--- src/hdl/vmifd_pkg.sv ---
package vmifd_pkg;

   localparam int ARENA_BYTES = 4096;
   localparam int PC_W        = $clog2(ARENA_BYTES);
   localparam int WIN_BYTES   = 18;
   localparam int WIN_W       = WIN_BYTES * 8;
   localparam int OFF_W       = $clog2(WIN_BYTES + 4);
   localparam int SZ_W        = 3;
   localparam int NUM_PARAMS  = 4;

   localparam logic [7:0] OP_LIVE  = 8'd1;
   localparam logic [7:0] OP_ZJMP  = 8'd9;
   localparam logic [7:0] OP_LDI   = 8'd10;
   localparam logic [7:0] OP_STI   = 8'd11;
   localparam logic [7:0] OP_FORK  = 8'd12;
   localparam logic [7:0] OP_LFORK = 8'd15;
   localparam logic [7:0] OP_LAST  = 8'd16;

   localparam logic [1:0] PAIR_NONE = 2'b00;
   localparam logic [1:0] PAIR_REG  = 2'b01;
   localparam logic [1:0] PAIR_DIR  = 2'b10;
   localparam logic [1:0] PAIR_IND  = 2'b11;

   localparam logic [SZ_W-1:0] SZ_NONE  = SZ_W'(0);
   localparam logic [SZ_W-1:0] SZ_BYTE  = SZ_W'(1);
   localparam logic [SZ_W-1:0] SZ_HALF  = SZ_W'(2);
   localparam logic [SZ_W-1:0] SZ_WORD  = SZ_W'(4);

   typedef enum logic [1:0] {
      CLS_INVALID,
      CLS_LIVE,
      CLS_SHORT,
      CLS_CODED
   } op_class_type;

   typedef struct packed {
      logic [NUM_PARAMS-1:0][OFF_W-1:0] off;
      logic [NUM_PARAMS-1:0][SZ_W-1:0]  sz;
      logic [OFF_W-1:0]                 len;
      logic [7:0]                       type_byte;
   } layout_type;

endpackage

--- src/hdl/vmifd_layout.sv ---
module vmifd_layout
   import vmifd_pkg::*;
(
   input  op_class_type op_class,
   input  logic [7:0]   opcode,
   input  logic [7:0]   coding,
   output layout_type   layout
);

   logic [OFF_W-1:0] cur;
   logic [1:0]       pair;
   logic [SZ_W-1:0]  sz;
   logic             stop;

   always_comb begin
      layout = '0;
      cur    = OFF_W'(2);
      stop   = 1'b0;
      pair   = PAIR_NONE;
      sz     = SZ_NONE;
      case (op_class)
         CLS_INVALID: begin
            layout.len = OFF_W'(1);
         end
         CLS_LIVE: begin
            layout.off[0] = OFF_W'(1);
            layout.sz[0]  = SZ_WORD;
            layout.len    = OFF_W'(5);
         end
         CLS_SHORT: begin
            layout.off[0] = OFF_W'(1);
            layout.sz[0]  = SZ_HALF;
            layout.len    = OFF_W'(3);
         end
         CLS_CODED: begin
            layout.type_byte = coding;
            for (int i = 0; i < NUM_PARAMS; i++) begin
               pair = coding[7-2*i -: 2];
               if (pair == PAIR_NONE) begin
                  stop = 1'b1;
               end
               if (!stop) begin
                  case (pair)
                     PAIR_REG: sz = SZ_BYTE;
                     PAIR_IND: sz = SZ_HALF;
                     default: begin
                        if ((opcode == OP_STI && cur inside {OFF_W'(3), OFF_W'(5)}) ||
                            (opcode == OP_LDI && cur inside {OFF_W'(2), OFF_W'(4)})) begin
                           sz = SZ_HALF;
                        end else begin
                           sz = SZ_WORD;
                        end
                     end
                  endcase
                  layout.off[i] = cur;
                  layout.sz[i]  = sz;
                  cur = cur + OFF_W'(sz);
               end
            end
            layout.len = cur;
         end
         default: begin
            layout.len = OFF_W'(1);
         end
      endcase
   end

endmodule

--- src/hdl/vm_instruction_fetch_decode.sv ---
// Channel  Direction  Handshake              Payload
// req      in         req_valid / req_stall  pc_in, window_lo, window_mid, window_hi
// rsp      out        rsp_valid / rsp_stall  opcode, valid_op, type_byte, param_*,
//                                            next_pc, clear_carry
// One request per cycle sustained while rsp_stall is low; each request passes through the stages below.
// Stages: pc wrap and opcode class, coding byte walk, operand extraction and next pc.
// Synchronous active-high reset clears the stage valid bits only.
// A stage moves when it is empty or the stage after it moves; req_stall is the
// inverse of the first stage moving, so a stall drops and repeats nothing.
module vm_instruction_fetch_decode
   import vmifd_pkg::*;
(
   input  logic                clock,
   input  logic                reset,
   input  logic                req_valid,
   output logic                req_stall,
   input  logic signed [31:0]  req_pc_in,
   input  logic [63:0]         req_window_lo,
   input  logic [63:0]         req_window_mid,
   input  logic [15:0]         req_window_hi,
   output logic                rsp_valid,
   input  logic                rsp_stall,
   output logic [7:0]          rsp_opcode,
   output logic                rsp_valid_op,
   output logic [7:0]          rsp_type_byte,
   output logic [31:0]         rsp_param_zero,
   output logic [31:0]         rsp_param_one,
   output logic [31:0]         rsp_param_two,
   output logic [31:0]         rsp_param_three,
   output logic [PC_W-1:0]     rsp_next_pc,
   output logic                rsp_clear_carry
);

   function automatic logic [7:0] win_byte(input logic [WIN_W-1:0] win,
                                           input logic [OFF_W-1:0] idx);
      logic [7:0] b;
      b = '0;
      for (int k = 0; k < WIN_BYTES; k++) begin
         if (idx == OFF_W'(k)) begin
            b = win[WIN_W-8-8*k +: 8];
         end
      end
      return b;
   endfunction

   function automatic logic [31:0] param_at(input logic [WIN_W-1:0] win,
                                            input logic [OFF_W-1:0] off,
                                            input logic [SZ_W-1:0]  sz);
      logic [7:0]  b0, b1, b2, b3;
      logic [31:0] v;
      b0 = win_byte(win, off);
      b1 = win_byte(win, off + OFF_W'(1));
      b2 = win_byte(win, off + OFF_W'(2));
      b3 = win_byte(win, off + OFF_W'(3));
      case (sz)
         SZ_BYTE: v = {24'd0, b0};
         SZ_HALF: v = {16'd0, b0, b1};
         SZ_WORD: v = {b0, b1, b2, b3};
         default: v = '0;
      endcase
      return v;
   endfunction

   logic en1, en2, en3;
   logic v1_ff, v1_in, v2_ff, v2_in, v3_ff, v3_in;

   // stage 1
   logic [PC_W-1:0]  pc1_ff;
   logic [WIN_W-1:0] win1_ff;
   logic [7:0]       op1_ff;
   op_class_type     cls1_ff, cls1_in;
   logic [7:0]       req_op;

   // stage 2
   logic [PC_W-1:0]  pc2_ff;
   logic [WIN_W-1:0] win2_ff;
   logic [7:0]       op2_ff;
   logic             valid2_ff;
   layout_type       layout2_ff, layout2_in;

   // stage 3
   logic [7:0]       op3_ff;
   logic             valid3_ff;
   logic [7:0]       type3_ff;
   logic [31:0]      p0_ff, p1_ff, p2_ff, p3_ff;
   logic [PC_W-1:0]  npc3_ff, npc3_in;

   assign en3 = !v3_ff || !rsp_stall;
   assign en2 = !v2_ff || en3;
   assign en1 = !v1_ff || en2;
   assign req_stall = !en1;

   assign v1_in = en1 ? req_valid : v1_ff;
   assign v2_in = en2 ? v1_ff : v2_ff;
   assign v3_in = en3 ? v2_ff : v3_ff;

   always_ff @(posedge clock) begin
      if (reset) begin
         v1_ff <= 1'b0;
         v2_ff <= 1'b0;
         v3_ff <= 1'b0;
      end else begin
         v1_ff <= v1_in;
         v2_ff <= v2_in;
         v3_ff <= v3_in;
      end
   end

   assign req_op = req_window_lo[63:56];

   always_comb begin
      if (!(req_op inside {[OP_LIVE:OP_LAST]})) begin
         cls1_in = CLS_INVALID;
      end else if (req_op == OP_LIVE) begin
         cls1_in = CLS_LIVE;
      end else if (req_op inside {OP_ZJMP, OP_FORK, OP_LFORK}) begin
         cls1_in = CLS_SHORT;
      end else begin
         cls1_in = CLS_CODED;
      end
   end

   // true modulo of a power-of-two arena is the low bits of two's complement
   always_ff @(posedge clock) begin
      if (en1) begin
         pc1_ff  <= req_pc_in[PC_W-1:0];
         win1_ff <= {req_window_lo, req_window_mid, req_window_hi};
         op1_ff  <= req_op;
         cls1_ff <= cls1_in;
      end
   end

   vmifd_layout u_layout (
      .op_class (cls1_ff),
      .opcode   (op1_ff),
      .coding   (win1_ff[WIN_W-9 -: 8]),
      .layout   (layout2_in)
   );

   always_ff @(posedge clock) begin
      if (en2) begin
         pc2_ff     <= pc1_ff;
         win2_ff    <= win1_ff;
         op2_ff     <= op1_ff;
         valid2_ff  <= (cls1_ff != CLS_INVALID);
         layout2_ff <= layout2_in;
      end
   end

   assign npc3_in = pc2_ff + {{(PC_W-OFF_W){1'b0}}, layout2_ff.len};

   always_ff @(posedge clock) begin
      if (en3) begin
         op3_ff    <= op2_ff;
         valid3_ff <= valid2_ff;
         type3_ff  <= layout2_ff.type_byte;
         p0_ff     <= param_at(win2_ff, layout2_ff.off[0], layout2_ff.sz[0]);
         p1_ff     <= param_at(win2_ff, layout2_ff.off[1], layout2_ff.sz[1]);
         p2_ff     <= param_at(win2_ff, layout2_ff.off[2], layout2_ff.sz[2]);
         p3_ff     <= param_at(win2_ff, layout2_ff.off[3], layout2_ff.sz[3]);
         npc3_ff   <= npc3_in;
      end
   end

   assign rsp_valid       = v3_ff;
   assign rsp_opcode      = op3_ff;
   assign rsp_valid_op    = valid3_ff;
   assign rsp_type_byte   = type3_ff;
   assign rsp_param_zero  = p0_ff;
   assign rsp_param_one   = p1_ff;
   assign rsp_param_two   = p2_ff;
   assign rsp_param_three = p3_ff;
   assign rsp_next_pc     = npc3_ff;
   assign rsp_clear_carry = !valid3_ff;

`ifndef SYNTHESIS
   a_invalid_empty: assert property (@(posedge clock) disable iff (reset)
      (rsp_valid && rsp_clear_carry) |->
         (rsp_type_byte == 8'd0 && rsp_param_zero == 32'd0 && rsp_param_one == 32'd0 &&
          rsp_param_two == 32'd0 && rsp_param_three == 32'd0))
      else $error("invalid opcode produced operands");

   a_accept_enters: assert property (@(posedge clock) disable iff (reset)
      (req_valid && !req_stall) |=> v1_ff)
      else $error("accepted request missing from first stage");

   a_mid_held: assert property (@(posedge clock) disable iff (reset)
      (v2_ff && v3_ff && rsp_stall) |=> v2_ff)
      else $error("stage two dropped under stall");

   a_stall_when_full: assert property (@(posedge clock) disable iff (reset)
      (v1_ff && v2_ff && v3_ff && rsp_stall) |-> req_stall)
      else $error("request taken while pipeline full and stalled");
`endif

endmodule

--- config.mk ---
export PLATFORM = sky130hd
export DESIGN_NAME = vm_instruction_fetch_decode
export DESIGN_NICKNAME = d
export VERILOG_FILES = /design/src/hdl/vmifd_pkg.sv /design/src/hdl/vmifd_layout.sv /design/src/hdl/vm_instruction_fetch_decode.sv
export SDC_FILE = /design/constraint.sdc
export NUM_CORES = 2
export LEC_CHECK = 0
export ABC_AREA = 1
export BUFFER_PORTS_ARGS = -buffer_cell sky130_fd_sc_hd__buf_2
export CAP_MARGIN = 5
export CELL_PAD_IN_SITES_DETAIL_PLACEMENT = 1
export CELL_PAD_IN_SITES_GLOBAL_PLACEMENT = 2
export CORE_MARGIN = 10
export CORE_UTILIZATION = 37
export CTS_BUF_LIST = sky130_fd_sc_hd__clkbuf_2 sky130_fd_sc_hd__clkbuf_4 sky130_fd_sc_hd__clkbuf_8
export DETAILED_ROUTE_END_ITERATION = 8
export PLACE_DENSITY = 0.95
export SLEW_MARGIN = 20
export SYNTH_ARGS = -nofsm -noshare
export SYNTH_HDL_FRONTEND = slang
export SYNTH_HIERARCHICAL = 1
export SYNTH_SLANG_ARGS = --single-unit
--- constraint.sdc ---
create_clock -name clock -period 28.3 [get_ports clock]
set_input_delay 0 -clock clock [delete_from_list [all_inputs] [get_ports clock]]
set_output_delay 0 -clock clock [all_outputs]
set_load 0.05 [all_outputs]
Yosys cells after proc, flatten, opt, wreduce, memory -nomap -nowiden
Cells that the tools add are included.
W data, S select, Z words.
{ "op_classes": {"magnitude_cmp": 2, "n_reduce_logical": 53, "multipliers": 0, "n_bitwise": 2, "n_addsub": 17, "div_mod_pow": 0, "muxes": 330, "n_eq_ne": 313, "n_shift": 0} }
{ "op_table": {"columns": ["cell", "n"], "rows": [
  ["$mux W8", 288],
  ["$eq A5 B4 Y1 const B", 128],
  ["$pmux W32 S3", 4],
  ["$eq A5 B3 Y1 const B", 70],
  ["$eq A5 B2 Y1 const B", 38],
  ["$eq A5 B5 Y1 const B", 32],
  ["$eq A5 B1 Y1 const B", 16],
  ["$logic_not A5 Y1", 16],
  ["$add A5 B2 Y5 const B", 8],
  ["$eq A8 B4 Y1 const B", 5],
  ["$mux W3", 13],
  ["$mux W5", 7],
  ["$pmux W3 S2", 4],
  ["$add A5 B1 Y5 const B", 4],
  ["$pmux W5 S4", 1],
  ["$add A5 B3 Y5", 3],
  ["$reduce_bool A2 Y1", 7],
  ["$add A12 B5 Y12", 1],
  ["$eq A2 B2 Y1 const B", 6],
  ["$eq A3 B1 Y1 const B", 4],
  ["$eq A3 B2 Y1 const B", 4],
  ["$eq A3 B3 Y1 const B", 4],
  ["$eq A2 B1 Y1 const B", 5],
  ["$logic_not A2 Y1", 5],
  ["14 further kinds", 44]
]} }
{ "totals": {"reg_bits": 536, "out_inout_bits": 160, "n_memories": 0, "in_bits": 180, "rom_bits": 0, "latchBits": 0, "ramBits": 0} }

Depth between registers and ports, before layout
{ "depth": {"word_depth": 41, "mapped_depth": 35, "ltp_nobuf": 35} }

Hierarchy
The synthesis kept the hierarchy.
{ "modules_own_cells": {"columns": ["module", "instances", "cells_per_inst", "seq_area_each_um2", "area_each_um2"], "rows": [
  ["vm_instruction_fetch_decode", 1, 5737, 15584.9, 38146.6],
  ["vmifd_layout", 1, 218, 0.0, 1164.9]
]} }

Worst setup path before layout
Ideal clock, no wire load.
{ "synth_timing": {"path_type": "reg2reg", "from": "register v3_ff, in the netlist rsp_valid", "to": "register cls1_ff[0] (enable)", "path_buffers": 0, "t_required_ns": 27.803, "arrival_ns": 13.079, "path_stages_with_launch": 6, "slack_ns": 14.724, "period_less_slack_ns": 13.576, "setup_ns": 0.497, "cell_sequence": "dfxtp_1 -> nand2_1 -> nor2_1 -> inv_1 -> nor2_1 -> inv_1"} }
{ "synth_between": {"elab_chain_cells": 4} }
{ "synth_rtl": {"columns": ["element", "line_no", "text"], "rows": [
  ["from (decl)", "vm_instruction_fetch_decode.sv:65", "logic v1_ff, v1_in, v2_ff, v2_in, v3_ff, v3_in;"],
  ["from (signal assigned)", "vm_instruction_fetch_decode.sv:105", "v3_ff <= v3_in;"],
  ["$logic_not A1 Y1", "vm_instruction_fetch_decode.sv:88", "assign en3 = !v3_ff || !rsp_stall;"],
  ["$logic_or A1 B1 Y1", "vm_instruction_fetch_decode.sv:88", null],
  ["named net en3", "vm_instruction_fetch_decode.sv:64", "logic en1, en2, en3;"],
  ["$logic_or A1 B1 Y1", "vm_instruction_fetch_decode.sv:89", "assign en2 = !v2_ff || en3;"],
  ["named net en2", "vm_instruction_fetch_decode.sv:64", null],
  ["$logic_or A1 B1 Y1", "vm_instruction_fetch_decode.sv:90", "assign en1 = !v1_ff || en2;"],
  ["to (signal assigned)", "vm_instruction_fetch_decode.sv:129", "cls1_ff <= cls1_in;"],
  ["to (decl)", "vm_instruction_fetch_decode.sv:71", "op_class_type cls1_ff, cls1_in;"]
]} }
The timed path passes the listed nets, and every way through them passes these cells.
A chain may end at the register's enable or synchronous reset.

==> reports/results.md <==
| Item | Reported | Unit |
|:---|:---|:---|
| Synthesized instance count | 5955 | - |
| Final routed wirelength across all metal layers | 250 | mm |
| CTS max path bufs | 3 | - |
| Reg2Reg Launch Point | win1_ff[135] | - |
| Commonest non-fill, non-tap cell in the layout | sky130_fd_sc_hd__nand2_1 | - |
| Netlist area before placement | 39300 | um2 |
| Data required time of the worst path | 28.83 | ns |
| Total I/O pin count | 340 | - |
| Detailed-placement wirelength estimate | 183 | mm |
| Via count | 49100 | - |
| Total global routing overflow | 0 | - |
| Start point of the worst hold path | req_window_lo[59] | - |
| Number of flip-flops and latches in the synthesized netlist | 520 | - |
| Setup repair after global routing missed its margin | false | - |
| Fraction of final layout cells sized beyond drive strength 1 | 11.1 | % |
| Number of warning messages in the yosys log | 6 | - |
| Detailed Routing Iterations Pass 1 | 8 | - |
| Worst setup SP type | register | - |
| Worst clock skew | 0.102 | ns |
| Number of global-route vias before repair | 49800 | - |
| Number of max-cap violations | 0 | - |
| Slew at the pin with the worst max-slew slack | 1.41 | ns |
| Number of setup violations in the final report | 0 | - |
| Routed length per placed instance | 31.1 | um |
| Cts bufs inserted | 86 | - |
| Fraction of registers with async set/reset | 0 | % |
| Fill count | 13600 | - |
| Number of hold violations in the final report | 0 | - |
| Mean Syn Cell Area | 6.60 | um2 |
| Number of clock sinks | 520 | - |
| Initial cell density of the core | 37.3 | % |
| Worst-path fanout max | 8 | - |
| Clock transition at the register clock pins on the worst setup and hold paths after CTS | 0.07 | ns |
| Cell repeated most along the worst path | sky130_fd_sc_hd__nand2_1 | - |
| Portion of the post-synthesis area used by sequential elements | 39.6 | % |
| H-Tree Level Count | 3 | - |
| Number of post-CTS setup repair buffers | 0 | - |
| DRC marker count from the first detailed-route iteration | 6758 | - |
| Worst reg2reg path endpoint | layout2_ff[10] | - |
| Vias per Instance | 6.11 | - |
| Total negative slack | 0 | ns |
| Worst ir drop on vdd | 0.0000536 | V |
| Pins over their slew limit | 0 | - |
| Leakage power of the design | 0.0208 | uW |
| Largest net degree at the start of global routing | 86 | - |
| Classification of the worst setup path | register to register | - |
| Die Y | 346 | um |
| Signal arrival time at the worst endpoint | 7.22 | ns |
| Sum of internal, switching and leakage power | 2100 | uW |
| Layout area overhead | 21.5 | % |
| Core Region | 105000 | um2 |
| Part of the cycle the worst path needs | 23.7 | % |
| Clock period minus final worst setup slack | 6.70 | ns |
| Area of the die | 120000 | um2 |
| Footprint of the multi-input gates | 20500 | um2 |
| CP Capture Type | register | - |
| Hold/Removal Path Class | input port to register | - |
| Core Rows | 119 | - |
| Post-route DRC | 0 | - |
| Power density over cell area | 43.9 | nW/um2 |
| Highest-count cells in the layout ignoring fill and taps | 2245 x sky130_fd_sc_hd__nand2_1, 690 x sky130_fd_sc_hd__nor2_1, 582 x sky130_fd_sc_hd__inv_1, 517 x sky130_fd_sc_hd__edfxtp_1, 407 x sky130_fd_sc_hd__nand3_1 | - |
| Net count, final | 6796 | - |
| Delay contributed by the slowest stage of the critical path | 0.67 | ns |
| I/O Buffers | 319 | - |
| Initial antenna violation count | 10 | - |
| Worst max-slew margin expressed relative to the limit | 5.08 | % |
| Hold path endpoint | cls1_ff[1] | - |
| R2R cell count | 31 | - |
| Master cell of the clock root buffer | sky130_fd_sc_hd__clkbuf_8 | - |
| CTS resizes | 0 | - |
| Clock tree from TritonCTS | yes | - |
| Gpl congestion | 1.03 | - |
| Maximum frequency from static timing analysis | 0.149 | GHz |
| Number of synthesized flops with an enable pin | 517 | - |
| Post-synth cell types | 53 | - |
| Wire length of the first global-routing pass | 352 | mm |
| Register-to-register setup slack | 21.60 | ns |
| GRT Overall Usage | 40.0 | % |
| Area of all sequential standard cells | 15600 | um2 |
| Hold Path Cell Cnt | 4 | - |
| Antenna Nets Post-Route | 0 | - |
| Status | completed | - |
| Slowest cell on crit path | sky130_fd_sc_hd__edfxtp_1 | - |
| Width of the chip | 346 | um |
| Most instantiated flip-flop cell in the synthesis netlist | sky130_fd_sc_hd__edfxtp_1 | - |
| Worst-Skew Late Latency | 0.84 | ns |
flip-flops by register name, summed over array words and instances, names as in the netlist, 2 cells and up:
| register | flops |
|---|---|
| rsp_param_two | 32 |
| cls1_ff | 2 |
| rsp_type_byte | 8 |
| win1_ff | 144 |
| layout2_ff | 45 |
| pc1_ff | 12 |
| pc2_ff | 12 |
| rsp_param_one | 32 |
| rsp_param_three | 32 |
| rsp_opcode | 8 |
| rsp_next_pc | 12 |
| rsp_param_zero | 32 |
| win2_ff | 144 |
synth_stat cells, types with 20 or more instances:
master | instances | area share [%]
sky130_fd_sc_hd__a21oi_1 | 354 | 4.5
sky130_fd_sc_hd__buf_1 | 32 | 0.31
sky130_fd_sc_hd__buf_2 | 32 | 0.41
sky130_fd_sc_hd__clkbuf_1 | 160 | 1.5
sky130_fd_sc_hd__edfxtp_1 | 517 | 39
sky130_fd_sc_hd__ha_1 | 28 | 0.89
sky130_fd_sc_hd__inv_1 | 584 | 5.6
sky130_fd_sc_hd__inv_2 | 28 | 0.27
sky130_fd_sc_hd__nand2_1 | 2246 | 21
sky130_fd_sc_hd__nand2_2 | 23 | 0.37
sky130_fd_sc_hd__nand3_1 | 407 | 5.2
sky130_fd_sc_hd__nand4_1 | 315 | 5.0
sky130_fd_sc_hd__nor2_1 | 690 | 6.6
sky130_fd_sc_hd__nor2_2 | 39 | 0.62
sky130_fd_sc_hd__nor3_1 | 83 | 1.1
sky130_fd_sc_hd__o211ai_1 | 20 | 0.38
sky130_fd_sc_hd__o21ai_0 | 241 | 3.1
critical path: cells and delay by family (launching register included):
kind / cells / cell delay [ns]
adder cells (fa/ha/maj): 3 / 1.44
AND/OR/NAND/NOR: 18 / 2.61
XOR/XNOR: 1 / 0.10
AO/OA/AOI/OAI: 4 / 1.01
buffers and inverters: 5 / 0.58
flip-flops: 1 / 0.67
worst max-delay path by stage:
stage | cells past startpoint | end | from
after CTS | 32 | layout2_ff[10] | win1_ff[135]
after global placement | 29 | layout2_ff[10] | win1_ff[135]
after global routing | 32 | layout2_ff[10] | win1_ff[135]
after detailed placement | 31 | layout2_ff[10] | win1_ff[135]
after floorplan | 5 | cls1_ff[0] | rsp_valid
final | 31 | layout2_ff[10] | win1_ff[135]
stage by stage:
step / cell area (um2) / utilization (%) / cells / hold WS (ns) / setup WS (ns)
finish: 47800 / 45.3 / 8043 / 0.178 / 21.60
global route: 47700 / 45.3 / 8041 / 0.173 / 21.64
CTS: 47700 / 45.2 / 8038 / 0.109 / 22.72
detailed placement: 42800 / 40.6 / 7569 / 0.178 / 22.98
global placement: 42800 / 40.6 / 7569 / 0.176 / 23.28
floorplan: 39300 / - / 5960 / 0.0691 / 14.72
repair_timing:
| item | in CTS | in global routing |
|---|---|---|
| hold buffers | 318 | 0 |
| endpoints found under the setup margin | 0 | 0 |
| hold endpoints to repair | 193 | 0 |
layer usage:
layer	wire [um]	track usage (%)	vias up
met5	30	0	-
met4	18600	25.5	6
met1	90000	47.7	23800
li1	-	-	20800
met3	29100	9.59	948
met2	113000	64.5	3556
cells by family after synthesis:
group | share of synthesized area (%)
AND/OR/NAND/NOR | 41.4
XOR/XNOR | 0.356
flip-flops | 39.6
adder cells (fa/ha/maj) | 1.09
buffers and inverters | 8.56
AO/OA/AOI/OAI | 8.95
other | 0.00954
final cells by class:
cell class                      count  area share [%]
Timing Repair Buffer              773            12.1
Clock inverter                     43           0.807
Sequential cell                   520            32.6
Tap cell                         1391            3.64
Clock buffer                      108            2.82
Inverter                          631            5.00
Multi-Input combinational cell   4572            42.9
Antenna cell                        5          0.0262
power breakdown:
group / internal, uW / switching [uW]
Clock: 357 / 386
Sequential: 881 / 42.5
Combinational: 108 / 321
Total: 1350 / 749
Power figures use the tool's default switching activity.
